==> src/sv/uepm_pkg.sv <==
`timescale 1ns / 1ps
// uepm_pkg: shared types, register indexes, codes and constants of the echo presence monitor
// no dependencies; imported by every module of the block

package uepm_pkg;

   // parameter defaults
   localparam int CHANNELS_DEF      = 3;
   localparam int HISTORY_DEPTH_DEF = 5;

   // configuration port
   localparam int CSR_INDEX_W = 3;
   localparam int CSR_DATA_W  = 16;

   localparam logic [CSR_INDEX_W-1:0] CSR_MIN_GOOD            = 3'd0;
   localparam logic [CSR_INDEX_W-1:0] CSR_MAX_GOOD            = 3'd1;
   localparam logic [CSR_INDEX_W-1:0] CSR_LED_ENABLE_DISTANCE = 3'd2;
   localparam logic [CSR_INDEX_W-1:0] CSR_LED_HOLD_SECONDS    = 3'd3;
   localparam logic [CSR_INDEX_W-1:0] CSR_MIN_PULSE_US        = 3'd4;
   localparam logic [CSR_INDEX_W-1:0] CSR_CALIBRATION_MODE    = 3'd5;

   localparam logic [11:0] MIN_GOOD_RST            = 12'd120;
   localparam logic [11:0] MAX_GOOD_RST            = 12'd150;
   localparam logic [11:0] LED_ENABLE_DISTANCE_RST = 12'd80;
   localparam logic [7:0]  LED_HOLD_SECONDS_RST    = 8'd30;
   localparam logic [15:0] MIN_PULSE_US_RST        = 16'd100;
   localparam logic        CALIBRATION_MODE_RST    = 1'b0;

   // field codes
   localparam logic       ACTION_EDGE  = 1'b0;
   localparam logic       ACTION_TICK  = 1'b1;
   localparam logic       LEVEL_RISING = 1'b1;
   localparam logic       KIND_MEASURE = 1'b0;
   localparam logic       KIND_LED_OFF = 1'b1;
   localparam logic [1:0] LED_OFF      = 2'b00;
   localparam logic [1:0] LED_RED      = 2'b01;
   localparam logic [1:0] LED_GREEN    = 2'b10;

   // distance scaling: d = floor(w * 16 / 58) = floor(w * 8 / 29)
   // saturates once w * 8 reaches 29 * 2^16
   localparam int          DIST_W      = 16;
   localparam logic [31:0] SAT_WIDTH   = 32'd237568;
   localparam int          SCALE_NUM_W = 21;
   localparam int          RECIP_SHIFT = 26;
   localparam logic [21:0] RECIP_29    = 22'd2314099;

   // moving average
   localparam int SUM_W             = 19;
   localparam int CNT_W             = 3;
   localparam int DIV_BITS_PER_STEP = 4;
   localparam int DIV_STEPS         = 5;
   localparam int DIV_NUM_W         = DIV_STEPS * DIV_BITS_PER_STEP;
   localparam int DIV_STEP_W        = 3;

   localparam int HOLD_W = 8;

   typedef struct packed {
      logic        action;
      logic [1:0]  channel;
      logic        echo_level;
      logic [31:0] time_us;
   } req_type;

   typedef struct packed {
      logic              kind;
      logic [1:0]        channel_out;
      logic [DIST_W-1:0] distance_x16;
      logic [DIST_W-1:0] average_x16;
      logic              present;
      logic              present_changed;
      logic [1:0]        led_code;
      logic              led_write;
      logic              show_distance;
      logic              last;
   } rsp_type;

   typedef struct packed {
      logic capture;
      logic edge_eval;
      logic scale;
      logic update;
      logic div_step;
      logic finish_load;
      logic tick_update;
      logic walk_load;
      logic walk_step;
   } ctrl_cmd_type;

   typedef struct packed {
      logic is_tick;
      logic ch_valid;
      logic rising;
      logic short_pulse;
      logic div_done;
      logic out_free;
      logic walk_hit;
      logic walk_done;
   } ctrl_status_type;

endpackage

==> src/sv/ultrasonic_echo_presence_monitor.sv <==
`timescale 1ns / 1ps
// ultrasonic_echo_presence_monitor: top level, joins the controller and the datapath
// depends on uepm_pkg, uepm_ctrl and uepm_dpath
//
// One beat in carries either an echo edge of a channel or a one-second tick. A falling edge
// closes a pulse: its width (modulo 2^32, low two bits cleared) becomes a distance in
// sixteenths of a centimetre, saturating at 65535, and pulses no longer than min_pulse_us are
// dropped. Each channel averages its last HISTORY_DEPTH distances; presence is the average lying
// strictly inside (min_good, max_good) and is reported with a change flag and the LED drive.
// A distance below led_enable_distance starts a hold timer of led_hold_seconds ticks (zero means
// one); a tick that runs a timer out gives an LED-off beat, one per expired channel in channel
// order, with last set on the final one. The block works on one item at a time. A falling edge
// passes decode, edge, scale, update, the divider steps and finish; the average divider makes
// four quotient bits a cycle over 5 steps. Rising edges and short pulses end after the edge
// state, edges on absent channels after decode, a tick after its channel walk; every result beat
// also waits for rsp_ready. The output register lets a new item in while the last result beat is
// still waiting. Configuration must be written by the user through the csr port only while the
// block is idle; the block does not enforce it. The history store needs no clearing after reset.

module ultrasonic_echo_presence_monitor #(
   parameter int CHANNELS      = uepm_pkg::CHANNELS_DEF,
   parameter int HISTORY_DEPTH = uepm_pkg::HISTORY_DEPTH_DEF
) (
   input  logic                             clock,
   input  logic                             reset,
   // input channel
   input  logic                             req_valid,
   output logic                             req_ready,
   input  uepm_pkg::req_type                req_data,
   // result channel
   output logic                             rsp_valid,
   input  logic                             rsp_ready,
   output uepm_pkg::rsp_type                rsp_data,
   // configuration writes
   input  logic                             csr_we,
   input  logic [uepm_pkg::CSR_INDEX_W-1:0] csr_index,
   input  logic [uepm_pkg::CSR_DATA_W-1:0]  csr_wdata
);
   import uepm_pkg::*;

   // command and status between sequencer and datapath
   ctrl_cmd_type    cmd;
   ctrl_status_type status;

   // sequencer: decode, width, scale, update, divide, report; or tick and walk the channels
   uepm_ctrl u_ctrl (
      .clock     (clock),
      .reset     (reset),
      .req_valid (req_valid),
      .req_ready (req_ready),
      .status    (status),
      .cmd       (cmd)
   );

   // datapath: channel state, history store, scaler, divider and the output register
   uepm_dpath #(
      .CHANNELS      (CHANNELS),
      .HISTORY_DEPTH (HISTORY_DEPTH)
   ) u_dpath (
      .clock     (clock),
      .reset     (reset),
      .req_data  (req_data),
      .csr_we    (csr_we),
      .csr_index (csr_index),
      .csr_wdata (csr_wdata),
      .cmd       (cmd),
      .status    (status),
      .rsp_ready (rsp_ready),
      .rsp_valid (rsp_valid),
      .rsp_data  (rsp_data)
   );

   // a waiting result beat is never overwritten
   assert property (@(posedge clock) disable iff (reset)
      (rsp_valid && !rsp_ready) |-> !(cmd.finish_load || cmd.walk_load))
      else $error("result beat overwritten while stalled");

   // the sequencer is busy in the cycle after it takes a beat
   assert property (@(posedge clock) disable iff (reset)
      (req_valid && req_ready) |=> !req_ready)
      else $error("input beat taken while the previous one is still in work");

   // a measurement is always the only result of its edge
   assert property (@(posedge clock) disable iff (reset)
      (rsp_valid && rsp_data.kind == KIND_MEASURE) |-> rsp_data.last)
      else $error("measurement beat without last");

   // an led switch-off beat drives the leds dark
   assert property (@(posedge clock) disable iff (reset)
      (rsp_valid && rsp_data.kind == KIND_LED_OFF) |->
         (rsp_data.led_write && rsp_data.led_code == LED_OFF))
      else $error("led switch-off beat with wrong led drive");

endmodule

==> src/sv/uepm_ctrl.sv <==
`timescale 1ns / 1ps
// uepm_ctrl: sequencing state machine of the echo presence monitor
// depends on uepm_pkg; drives the command struct of uepm_dpath

module uepm_ctrl (
   input  logic                      clock,
   input  logic                      reset,
   input  logic                      req_valid,
   output logic                      req_ready,
   input  uepm_pkg::ctrl_status_type status,
   output uepm_pkg::ctrl_cmd_type    cmd
);
   import uepm_pkg::*;

   typedef enum logic [8:0] {
      ST_IDLE   = 9'b000000001,
      ST_DECODE = 9'b000000010,
      ST_EDGE   = 9'b000000100,
      ST_SCALE  = 9'b000001000,
      ST_UPDATE = 9'b000010000,
      ST_DIV    = 9'b000100000,
      ST_FINISH = 9'b001000000,
      ST_TICK   = 9'b010000000,
      ST_WALK   = 9'b100000000
   } state_type;

   state_type state_ff, state_in;

   always_comb begin
      state_in  = state_ff;
      cmd       = '0;
      req_ready = 1'b0;
      case (state_ff)
         ST_IDLE: begin
            req_ready = 1'b1;
            if (req_valid) begin
               cmd.capture = 1'b1;
               state_in    = ST_DECODE;
            end
         end
         ST_DECODE: begin
            if (status.is_tick) begin
               state_in = ST_TICK;
            end else if (status.ch_valid) begin
               state_in = ST_EDGE;
            end else begin
               state_in = ST_IDLE;
            end
         end
         ST_EDGE: begin
            cmd.edge_eval = 1'b1;
            if (status.rising || status.short_pulse) begin
               state_in = ST_IDLE;
            end else begin
               state_in = ST_SCALE;
            end
         end
         ST_SCALE: begin
            cmd.scale = 1'b1;
            state_in  = ST_UPDATE;
         end
         ST_UPDATE: begin
            cmd.update = 1'b1;
            state_in   = ST_DIV;
         end
         ST_DIV: begin
            cmd.div_step = 1'b1;
            if (status.div_done) begin
               state_in = ST_FINISH;
            end
         end
         ST_FINISH: begin
            if (status.out_free) begin
               cmd.finish_load = 1'b1;
               state_in        = ST_IDLE;
            end
         end
         ST_TICK: begin
            cmd.tick_update = 1'b1;
            state_in        = ST_WALK;
         end
         ST_WALK: begin
            // hold on an expired channel until the output register is free
            if (!status.walk_hit || status.out_free) begin
               cmd.walk_load = status.walk_hit;
               if (status.walk_done) begin
                  state_in = ST_IDLE;
               end else begin
                  cmd.walk_step = 1'b1;
               end
            end
         end
         default: begin
            state_in = ST_IDLE;
         end
      endcase
   end

   always_ff @(posedge clock) begin
      if (reset) begin
         state_ff <= ST_IDLE;
      end else begin
         state_ff <= state_in;
      end
   end

endmodule

==> src/sv/uepm_dpath.sv <==
`timescale 1ns / 1ps
// uepm_dpath: channel state, history memory, scaler, average divider and output register
// depends on uepm_pkg; sequenced by uepm_ctrl through the command struct

module uepm_dpath #(
   parameter int CHANNELS      = uepm_pkg::CHANNELS_DEF,
   parameter int HISTORY_DEPTH = uepm_pkg::HISTORY_DEPTH_DEF
) (
   input  logic                                 clock,
   input  logic                                 reset,
   input  uepm_pkg::req_type                    req_data,
   input  logic                                 csr_we,
   input  logic [uepm_pkg::CSR_INDEX_W-1:0]     csr_index,
   input  logic [uepm_pkg::CSR_DATA_W-1:0]      csr_wdata,
   input  uepm_pkg::ctrl_cmd_type               cmd,
   output uepm_pkg::ctrl_status_type            status,
   input  logic                                 rsp_ready,
   output logic                                 rsp_valid,
   output uepm_pkg::rsp_type                    rsp_data
);
   import uepm_pkg::*;

   localparam int CH_IDX_W  = (CHANNELS > 1) ? $clog2(CHANNELS) : 1;
   localparam int PTR_W     = (HISTORY_DEPTH > 1) ? $clog2(HISTORY_DEPTH) : 1;
   localparam int MEM_DEPTH = CHANNELS * HISTORY_DEPTH;
   localparam int ADDR_W    = (MEM_DEPTH > 1) ? $clog2(MEM_DEPTH) : 1;

   // configuration
   logic [11:0]       min_good_ff, min_good_in;
   logic [11:0]       max_good_ff, max_good_in;
   logic [11:0]       led_en_ff, led_en_in;
   logic [HOLD_W-1:0] led_hold_ff, led_hold_in;
   logic [15:0]       min_pulse_ff, min_pulse_in;
   logic              cal_mode_ff, cal_mode_in;

   // per-channel state
   logic [31:0]       pulse_start_ff [CHANNELS];
   logic [31:0]       pulse_start_in [CHANNELS];
   logic [SUM_W-1:0]  sum_ff [CHANNELS];
   logic [SUM_W-1:0]  sum_in [CHANNELS];
   logic [CNT_W-1:0]  count_ff [CHANNELS];
   logic [CNT_W-1:0]  count_in [CHANNELS];
   logic [PTR_W-1:0]  ptr_ff [CHANNELS];
   logic [PTR_W-1:0]  ptr_in [CHANNELS];
   logic [HOLD_W-1:0] countdown_ff [CHANNELS];
   logic [HOLD_W-1:0] countdown_in [CHANNELS];
   logic [CHANNELS-1:0] led_on_ff, led_on_in;
   logic [CHANNELS-1:0] last_present_ff, last_present_in;

   // working registers
   req_type            in_ff, in_in;
   logic [31:0]        w_ff, w_in;
   logic [DIST_W-1:0]  d_ff, d_in;
   logic [ADDR_W-1:0]  slot_ff, slot_in;
   logic [DIST_W-1:0]  hist_rd_ff;
   logic [DIV_NUM_W-1:0]  div_num_ff, div_num_in;
   logic [CNT_W-1:0]      div_rem_ff, div_rem_in;
   logic [CNT_W-1:0]      div_den_ff, div_den_in;
   logic [DIV_STEP_W-1:0] div_step_ff, div_step_in;
   logic [CHANNELS-1:0]   mask_ff, mask_in;
   logic [CH_IDX_W-1:0]   walk_idx_ff, walk_idx_in;
   logic                  rsp_valid_ff, rsp_valid_in;
   rsp_type               rsp_data_ff, rsp_data_in;

   logic [DIST_W-1:0] hist_mem [MEM_DEPTH];

   // combinational helpers
   logic [CH_IDX_W-1:0]    ch_idx;
   logic [31:0]            width;
   logic [PTR_W-1:0]       p_eff;
   logic [PTR_W-1:0]       p_next;
   logic [ADDR_W-1:0]      slot;
   logic [SCALE_NUM_W+21:0] scale_prod;
   logic [DIV_NUM_W-1:0]   div_num_step;
   logic [CNT_W-1:0]       div_rem_step;
   logic                   walk_last;

   assign ch_idx = in_ff.channel[CH_IDX_W-1:0];
   assign width  = in_ff.time_us - pulse_start_ff[ch_idx];

   // ring pointer, clamped into the history depth
   always_comb begin
      logic [PTR_W:0] p_wide;
      logic [PTR_W:0] p_inc;
      p_wide = {1'b0, ptr_ff[ch_idx]};
      if (p_wide >= (PTR_W+1)'(HISTORY_DEPTH)) begin
         p_wide = '0;
      end
      p_inc = p_wide + (PTR_W+1)'(1);
      p_eff = p_wide[PTR_W-1:0];
      if (p_inc >= (PTR_W+1)'(HISTORY_DEPTH)) begin
         p_next = '0;
      end else begin
         p_next = p_inc[PTR_W-1:0];
      end
   end

   assign slot = ADDR_W'(int'(ch_idx) * HISTORY_DEPTH + int'(p_eff));

   assign scale_prod = {w_ff[SCALE_NUM_W-4:0], 3'b000} * RECIP_29;

   // radix-16 restoring step: four quotient bits a cycle, divisor is the sample count
   always_comb begin
      logic [DIV_NUM_W-1:0] num;
      logic [CNT_W-1:0]     rem;
      logic [CNT_W:0]       r4;
      num = div_num_ff;
      rem = div_rem_ff;
      r4  = '0;
      for (int j = 0; j < DIV_BITS_PER_STEP; j++) begin
         r4 = {rem, num[DIV_NUM_W-1]};
         if (r4 >= {1'b0, div_den_ff}) begin
            rem = CNT_W'(r4 - {1'b0, div_den_ff});
            num = {num[DIV_NUM_W-2:0], 1'b1};
         end else begin
            rem = r4[CNT_W-1:0];
            num = {num[DIV_NUM_W-2:0], 1'b0};
         end
      end
      div_num_step = num;
      div_rem_step = rem;
   end

   // last expiring channel of a tick
   always_comb begin
      walk_last = 1'b1;
      for (int i = 0; i < CHANNELS; i++) begin
         if ((i > int'(walk_idx_ff)) && mask_ff[i]) begin
            walk_last = 1'b0;
         end
      end
   end

   always_comb begin
      status.is_tick     = (in_ff.action == ACTION_TICK);
      status.ch_valid    = (int'(in_ff.channel) < CHANNELS);
      status.rising      = (in_ff.echo_level == LEVEL_RISING);
      status.short_pulse = (width <= {16'h0000, min_pulse_ff});
      status.div_done    = (div_step_ff == DIV_STEP_W'(DIV_STEPS - 1));
      status.out_free    = !rsp_valid_ff || rsp_ready;
      status.walk_hit    = mask_ff[walk_idx_ff];
      status.walk_done   = (walk_idx_ff == CH_IDX_W'(CHANNELS - 1));
   end

   always_comb begin
      logic                 full;
      logic [SUM_W-1:0]     sum_new;
      logic [CNT_W-1:0]     cnt_new;
      logic [SUM_W-1:0]     lo_bound;
      logic [SUM_W-1:0]     hi_bound;
      logic                 pres;

      min_good_in  = min_good_ff;
      max_good_in  = max_good_ff;
      led_en_in    = led_en_ff;
      led_hold_in  = led_hold_ff;
      min_pulse_in = min_pulse_ff;
      cal_mode_in  = cal_mode_ff;

      pulse_start_in  = pulse_start_ff;
      sum_in          = sum_ff;
      count_in        = count_ff;
      ptr_in          = ptr_ff;
      countdown_in    = countdown_ff;
      led_on_in       = led_on_ff;
      last_present_in = last_present_ff;

      in_in        = in_ff;
      w_in         = w_ff;
      d_in         = d_ff;
      slot_in      = slot_ff;
      div_num_in   = div_num_ff;
      div_rem_in   = div_rem_ff;
      div_den_in   = div_den_ff;
      div_step_in  = div_step_ff;
      mask_in      = mask_ff;
      walk_idx_in  = walk_idx_ff;
      rsp_data_in  = rsp_data_ff;
      rsp_valid_in = rsp_valid_ff && !rsp_ready;

      full     = (count_ff[ch_idx] >= CNT_W'(HISTORY_DEPTH));
      sum_new  = sum_ff[ch_idx] - (full ? SUM_W'(hist_rd_ff) : '0) + SUM_W'(d_ff);
      cnt_new  = full ? CNT_W'(HISTORY_DEPTH) : count_ff[ch_idx] + CNT_W'(1);
      lo_bound = SUM_W'({min_good_ff, 4'b0000}) * SUM_W'(count_ff[ch_idx]);
      hi_bound = SUM_W'({max_good_ff, 4'b0000}) * SUM_W'(count_ff[ch_idx]);
      pres     = (sum_ff[ch_idx] > lo_bound) && (sum_ff[ch_idx] < hi_bound);

      if (csr_we) begin
         case (csr_index)
            CSR_MIN_GOOD:            min_good_in  = csr_wdata[11:0];
            CSR_MAX_GOOD:            max_good_in  = csr_wdata[11:0];
            CSR_LED_ENABLE_DISTANCE: led_en_in    = csr_wdata[11:0];
            CSR_LED_HOLD_SECONDS:    led_hold_in  = csr_wdata[HOLD_W-1:0];
            CSR_MIN_PULSE_US:        min_pulse_in = csr_wdata[15:0];
            CSR_CALIBRATION_MODE:    cal_mode_in  = csr_wdata[0];
            default: begin
            end
         endcase
      end

      if (cmd.capture) begin
         in_in = req_data;
      end

      if (cmd.edge_eval) begin
         if (status.rising) begin
            pulse_start_in[ch_idx] = in_ff.time_us;
         end
         w_in    = {width[31:2], 2'b00};
         slot_in = slot;
      end

      if (cmd.scale) begin
         if (w_ff >= SAT_WIDTH) begin
            d_in = '1;
         end else begin
            d_in = scale_prod[RECIP_SHIFT +: DIST_W];
         end
      end

      if (cmd.update) begin
         sum_in[ch_idx]   = sum_new;
         count_in[ch_idx] = cnt_new;
         ptr_in[ch_idx]   = p_next;
         if ((d_ff < {led_en_ff, 4'b0000}) && (countdown_ff[ch_idx] == '0)) begin
            countdown_in[ch_idx] = (led_hold_ff == '0) ? HOLD_W'(1) : led_hold_ff;
            led_on_in[ch_idx]    = 1'b1;
         end
         div_num_in  = DIV_NUM_W'(sum_new);
         div_rem_in  = '0;
         div_den_in  = cnt_new;
         div_step_in = '0;
      end

      if (cmd.div_step) begin
         div_num_in  = div_num_step;
         div_rem_in  = div_rem_step;
         div_step_in = div_step_ff + DIV_STEP_W'(1);
      end

      if (cmd.finish_load) begin
         last_present_in[ch_idx]     = pres;
         rsp_valid_in                = 1'b1;
         rsp_data_in.kind            = KIND_MEASURE;
         rsp_data_in.channel_out     = in_ff.channel;
         rsp_data_in.distance_x16    = d_ff;
         rsp_data_in.average_x16     = div_num_ff[DIST_W-1:0];
         rsp_data_in.present         = pres;
         rsp_data_in.present_changed = (pres != last_present_ff[ch_idx]);
         rsp_data_in.led_write       = led_on_ff[ch_idx];
         rsp_data_in.led_code        = led_on_ff[ch_idx] ? (pres ? LED_GREEN : LED_RED) : LED_OFF;
         rsp_data_in.show_distance   = cal_mode_ff;
         rsp_data_in.last            = 1'b1;
      end

      if (cmd.tick_update) begin
         for (int i = 0; i < CHANNELS; i++) begin
            mask_in[i] = 1'b0;
            if (countdown_ff[i] != '0) begin
               countdown_in[i] = countdown_ff[i] - HOLD_W'(1);
               if (countdown_ff[i] == HOLD_W'(1)) begin
                  led_on_in[i] = 1'b0;
                  mask_in[i]   = 1'b1;
               end
            end
         end
         walk_idx_in = '0;
      end

      if (cmd.walk_load) begin
         rsp_valid_in                = 1'b1;
         rsp_data_in.kind            = KIND_LED_OFF;
         rsp_data_in.channel_out     = 2'(walk_idx_ff);
         rsp_data_in.distance_x16    = '0;
         rsp_data_in.average_x16     = '0;
         rsp_data_in.present         = 1'b0;
         rsp_data_in.present_changed = 1'b0;
         rsp_data_in.led_code        = LED_OFF;
         rsp_data_in.led_write       = 1'b1;
         rsp_data_in.show_distance   = 1'b0;
         rsp_data_in.last            = walk_last;
      end

      if (cmd.walk_step) begin
         walk_idx_in = walk_idx_ff + CH_IDX_W'(1);
      end
   end

   // control and architectural state
   always_ff @(posedge clock) begin
      if (reset) begin
         min_good_ff     <= MIN_GOOD_RST;
         max_good_ff     <= MAX_GOOD_RST;
         led_en_ff       <= LED_ENABLE_DISTANCE_RST;
         led_hold_ff     <= LED_HOLD_SECONDS_RST;
         min_pulse_ff    <= MIN_PULSE_US_RST;
         cal_mode_ff     <= CALIBRATION_MODE_RST;
         for (int i = 0; i < CHANNELS; i++) begin
            pulse_start_ff[i] <= '0;
            sum_ff[i]         <= '0;
            count_ff[i]       <= '0;
            ptr_ff[i]         <= '0;
            countdown_ff[i]   <= '0;
         end
         led_on_ff       <= '0;
         last_present_ff <= '0;
         div_step_ff     <= '0;
         rsp_valid_ff    <= 1'b0;
      end else begin
         min_good_ff     <= min_good_in;
         max_good_ff     <= max_good_in;
         led_en_ff       <= led_en_in;
         led_hold_ff     <= led_hold_in;
         min_pulse_ff    <= min_pulse_in;
         cal_mode_ff     <= cal_mode_in;
         pulse_start_ff  <= pulse_start_in;
         sum_ff          <= sum_in;
         count_ff        <= count_in;
         ptr_ff          <= ptr_in;
         countdown_ff    <= countdown_in;
         led_on_ff       <= led_on_in;
         last_present_ff <= last_present_in;
         div_step_ff     <= div_step_in;
         rsp_valid_ff    <= rsp_valid_in;
      end
   end

   // payload registers
   always_ff @(posedge clock) begin
      in_ff       <= in_in;
      w_ff        <= w_in;
      d_ff        <= d_in;
      slot_ff     <= slot_in;
      div_num_ff  <= div_num_in;
      div_rem_ff  <= div_rem_in;
      div_den_ff  <= div_den_in;
      mask_ff     <= mask_in;
      walk_idx_ff <= walk_idx_in;
      rsp_data_ff <= rsp_data_in;
   end

   // shared history store, one ring of HISTORY_DEPTH entries per channel
   always_ff @(posedge clock) begin
      if (cmd.edge_eval) begin
         hist_rd_ff <= hist_mem[slot];
      end
      if (cmd.update) begin
         hist_mem[slot_ff] <= d_ff;
      end
   end

   assign rsp_valid = rsp_valid_ff;
   assign rsp_data  = rsp_data_ff;

endmodule
==> config.mk <==
export PLATFORM = sky130hd
export DESIGN_NAME = ultrasonic_echo_presence_monitor
export DESIGN_NICKNAME = d
export VERILOG_FILES = /design/src/sv/uepm_pkg.sv /design/src/sv/ultrasonic_echo_presence_monitor.sv /design/src/sv/uepm_ctrl.sv /design/src/sv/uepm_dpath.sv
export SDC_FILE = /design/constraint.sdc
export NUM_CORES = 2
export LEC_CHECK = 0
export BUFFER_PORTS_ARGS = -buffer_cell sky130_fd_sc_hd__clkbuf_2
export CAP_MARGIN = 20
export CORE_MARGIN = 1.5
export CORE_UTILIZATION = 38
export CTS_CLUSTER_SIZE = 8
export DETAILED_ROUTE_END_ITERATION = 8
export HOLD_SLACK_MARGIN = 0.02
export PLACE_DENSITY_LB_ADDON = 0.05
export REMOVE_ABC_BUFFERS = 1
export SETUP_SLACK_MARGIN = 0.15
export SLEW_MARGIN = 25
export SYNTH_ARGS = -nofsm -noshare
export SYNTH_HDL_FRONTEND = slang
export SYNTH_SLANG_ARGS = --single-unit
==> constraint.sdc <==
create_clock -name clock -period 8.4 [get_ports clock]
set_input_delay 1.68 -clock clock [delete_from_list [all_inputs] [get_ports clock]]
set_output_delay 1.68 -clock clock [all_outputs]
set_load 0.02 [all_outputs]
==> metrics.json <==
{
  "yosys": {
    "ys_seq_area_share_pct": 44.38,
    "synth_area_per_cell_um2": 10.26,
    "postSynth.asyncResetShare_pct": 0,
    "ys.flop_type": "sky130_fd_sc_hd__edfxtp_1",
    "synth_top_cell_by_area": "sky130_fd_sc_hd__edfxtp_1",
    "post-synth-top-area-fraction_pct": 28.51,
    "post_synth_main_area_contributors": "sky130_fd_sc_hd__edfxtp_1, sky130_fd_sc_hd__dfxtp_1, sky130_fd_sc_hd__ha_1",
    "synth_edf_count": 376,
    "yosys_register_bits": 690,
    "yosys.cell_count.top_type": "sky130_fd_sc_hd__nand2_1",
    "cells_after_synthesis": 3862,
    "yosysUniqueCellTypes": 101,
    "syn_area_um2": 39610,
    "synthesis.yosys.warnings": 0,
    "synth_top_cells_by_count": "sky130_fd_sc_hd__nand2_1, sky130_fd_sc_hd__inv_1, sky130_fd_sc_hd__edfxtp_1, sky130_fd_sc_hd__a21oi_1, sky130_fd_sc_hd__ha_1"
  },
  "cts": {
    "hold_buffers": 0,
    "cts_inserted_buffers": 97,
    "clock_tree.htree_level_count": 3,
    "clock_pin_transition_on_the_worst_setup_and_hold_timing_paths_ns": 0.05,
    "clock_insertion_delay_worst_skew_ns": 0.71,
    "cts_sinks": 690,
    "tritoncts": "done",
    "postCtsSetupBuffers": 0,
    "number_of_buffers_on_the_longest_clock_path": 3,
    "root_buffer_master": "sky130_fd_sc_hd__clkbuf_16",
    "ctsResizeCount": 0
  },
  "power": {
    "power_density_normalized_to_cell_area_nw_per_um2": 201.6,
    "vdd.ir_drop.worst_v": 0.0001844,
    "leakage_nw": 17.01
  },
  "worst_setup_path": {
    "cp.required_ns": 8.84,
    "crit_buf_inv": 4,
    "path_common_cell": "sky130_fd_sc_hd__fa_1",
    "start_kind": "flip-flop",
    "critical_path.reg2reg.endpoint": "u_dpath.d_ff[11]",
    "launching_element_of_the_worst_setup_path": "u_dpath.w_ff[15]",
    "r2r-start": "u_dpath.w_ff[15]",
    "critical_path_arrival_ns": 7.18,
    "cp-end-kind": "flip-flop",
    "path_class": "flip-flop to flip-flop",
    "path_delay_family": "adder cells",
    "worst_path_max_delay_cell": "sky130_fd_sc_hd__fa_1",
    "cp-endpoint": "u_dpath.d_ff[11]",
    "timing.reg2reg.worst_path_depth": 21,
    "worstSetupPathDepth": 21,
    "path_cells": "inv_1 -> fa_1 -> inv_1 -> fa_1 -> fa_1 -> fa_1 -> fa_1 -> inv_1 -> fa_1 -> inv_1 -> ha_1 -> nand4_1 -> a21o_1 -> a21oi_1 -> a21boi_0 -> o21a_1 -> o21a_1 -> a21oi_1 -> o21bai_1 -> xnor2_1 -> nand2_1",
    "critical-path-max-stage-delay_ns": 0.66,
    "cp_max_fo": 9,
    "ff2ff_setup_slack_ns": 1.65
  },
  "sta": {
    "fmax_mhz": 148.2,
    "finalSetupViolations": 0,
    "setup_tns_ns": 0,
    "relSlewSlack_pct": 18.93,
    "holdWs_ns": 0.4520,
    "final_min_period_over_clock_period_pct": 80.34,
    "grt_setup_unrepaired": "false",
    "clock_skew_ns": 0.05450,
    "final-hold-violation-count": 0,
    "drv_slew": 0,
    "worstMarginPinSlew_ns": 1.216,
    "min_period_ns": 6.749
  },
  "drt": {
    "met1_length_mm": 52.14,
    "violation_count_after_the_first_detailed_routing_iteration": 1615,
    "drt_pass1_iterations": 5,
    "detailroute.wirelength.met3_mm": 4.405,
    "maxUsedRoutingLayer": "met5",
    "drt_wl_total_mm": 111.6,
    "route.vias.total": 27620,
    "antenna_left": 0,
    "post_drt_wl_per_cell_um": 20.61,
    "via_to_cell_ratio": 5.104,
    "post_detailed_route_drc_marker_count": 0,
    "met2_length_mm": 51.98
  },
  "place": {
    "dp_hpwl_mm": 78.92,
    "final_replace_weighted_congestion": 0.8452,
    "place.port_buffers": 103
  },
  "run_status": {
    "outcome": "complete, no violations"
  },
  "worst_hold_path": {
    "hp-class": "flip-flop to flip-flop"
  },
  "global_route": {
    "grt_max_degree": 180,
    "first_global_vias": 27950,
    "grt_use_total_pct": 21.08,
    "grt_first_pass_wirelength_mm": 171.6,
    "antenna_found_initial": 5,
    "global_route.overflow_total": 0
  },
  "final_layout": {
    "antenna-diode-count": 0,
    "nets": 4514,
    "syn2layout_area_growth_pct": 12.91,
    "layout-drive-gt1-share_pct": 10.09
  },
  "floorplan": {
    "die_w_um": 325.9,
    "die-area_um2": 106200,
    "core_region_area_um2": 103500,
    "std_cell_rows": 118,
    "top_level_ports": 104,
    "start_util_pct": 38.27,
    "die_span_in_y_um": 325.9
  },
  "job": {
    "max_cap_viol_count": 0
  }
}
==> through the flow <==
stage                     util [%]  setup slack [ns]  total power [W]  cell area, um2  cells
after CTS                    43.21             1.610         0.009155           44720   5412
final                        43.21             1.651         0.009018           44720   5412
after global routing         43.21             1.231         0.009439           44720   5412
after floorplan                  -           -0.4233         0.004862           38940   3703
after detailed placement     40.47             1.612         0.005414           41880   5255
after global placement       40.42             1.612         0.005428           41830   5253
==> report_power, final <==
group	leakage, nW	switching (W)	internal (W)	total (W)
sequential	5.06	0.0000873	0.00366	0.00375
combinational	10.6	0.00102	0.000571	0.00159
clock	1.35	0.00152	0.00216	0.00368
==> cells by family (layout without fill, tap and decap cells) <==
family	after synthesis	after routing	synth area share [%]
buf+inv	553	723	5.424
flops	690	690	44.38
xor+xnor	91	91	2.012
mux	150	150	5.342
compound gates	746	746	11.82
simple gates	1152	1152	12.73
fa+ha+maj	480	480	18.29
==> worst min-delay path, stage by stage (launching register included) <==
cell and delay [ns]:
sky130_fd_sc_hd__dfxtp_1 0.30, sky130_fd_sc_hd__nand2_1 0.05, sky130_fd_sc_hd__a21oi_1 0.05
==> routing by layer <==
| layer | track usage (%) | vias up |
|---|---|---|
| met4 | 6.208 | 6 |
| li1 | - | 13510 |
| met2 | 34.53 | 528 |
| met1 | 28.71 | 13420 |
| met5 | 0 | - |
| met3 | 3.374 | 157 |
==> flip-flops by register name, indices dropped and copies added, names as in the netlist, 4 cells and up <==
name / count
u_ctrl.state_ff: 9
u_dpath.count_ff: 9
u_dpath.countdown_ff: 24
u_dpath.d_ff: 16
u_dpath.div_num_ff: 20
u_dpath.hist_mem: 240
u_dpath.hist_rd_ff: 16
u_dpath.in_ff: 32
u_dpath.led_en_ff: 12
u_dpath.led_hold_ff: 8
u_dpath.max_good_ff: 12
u_dpath.min_good_ff: 12
u_dpath.min_pulse_ff: 16
u_dpath.ptr_ff: 9
u_dpath.pulse_start_ff: 96
u_dpath.rsp_data: 42
u_dpath.slot_ff: 4
u_dpath.sum_ff: 57
u_dpath.w_ff: 30
==> cells in the final DEF, fill, tap and decap left out, types with 16 or more instances in the layout <==
master,synthesis,layout
sky130_fd_sc_hd__nand2_1,648,647
sky130_fd_sc_hd__inv_1,392,392
sky130_fd_sc_hd__edfxtp_1,376,376
sky130_fd_sc_hd__a21oi_1,371,371
sky130_fd_sc_hd__dfxtp_1,314,314
sky130_fd_sc_hd__ha_1,315,313
sky130_fd_sc_hd__nor2_1,237,230
sky130_fd_sc_hd__fa_1,165,164
sky130_fd_sc_hd__clkbuf_2,0,102
sky130_fd_sc_hd__mux2i_1,100,100
sky130_fd_sc_hd__clkbuf_16,0,98
sky130_fd_sc_hd__o21ai_0,70,69
sky130_fd_sc_hd__buf_4,2,66
sky130_fd_sc_hd__xnor2_1,61,60
sky130_fd_sc_hd__a211oi_1,57,57
sky130_fd_sc_hd__a21o_1,54,54
sky130_fd_sc_hd__clkbuf_1,112,50
sky130_fd_sc_hd__mux4_2,49,49
sky130_fd_sc_hd__and2_1,45,45
sky130_fd_sc_hd__nand3_1,34,34
sky130_fd_sc_hd__o21a_1,31,31
sky130_fd_sc_hd__nor3_1,37,31
sky130_fd_sc_hd__xor2_1,30,30
sky130_fd_sc_hd__a22o_1,27,27
sky130_fd_sc_hd__nand2b_1,18,18
sky130_fd_sc_hd__nand4_1,18,18
sky130_fd_sc_hd__nor2b_1,18,17
sky130_fd_sc_hd__o211ai_1,16,16
sky130_fd_sc_hd__nand3b_1,16,16
==> cell type report <==
type | count | area (um2)
multi-input cells | 2619 | 20010
fillers | 9964 | 58780
repair buffers | 172 | 1084
clock inverters | 8 | 182.7
inverters | 394 | 1484
flip-flops and latches | 690 | 17580
clock buffers | 149 | 2654
well taps | 1380 | 1727
==> worst min path at each step <==
stage	start	end	slack, ns	cells after the start
finish	u_dpath.pulse_start_ff[59]	u_dpath.pulse_start_ff[59]	0.45	2
global route	u_dpath.pulse_start_ff[52]	u_dpath.pulse_start_ff[52]	0.47	2
CTS	u_dpath.div_num_ff[4]	u_dpath.rsp_data[11]	0.45	1
detailed placement	u_dpath.rsp_data[25]	u_dpath.rsp_data[25]	0.44	2
global placement	u_dpath.rsp_data[25]	u_dpath.rsp_data[25]	0.43	2
floorplan	u_dpath.countdown_ff[15]	u_dpath.countdown_ff[15]	0.42	1
No activity file was read; power rests on OpenSTA's default activity.
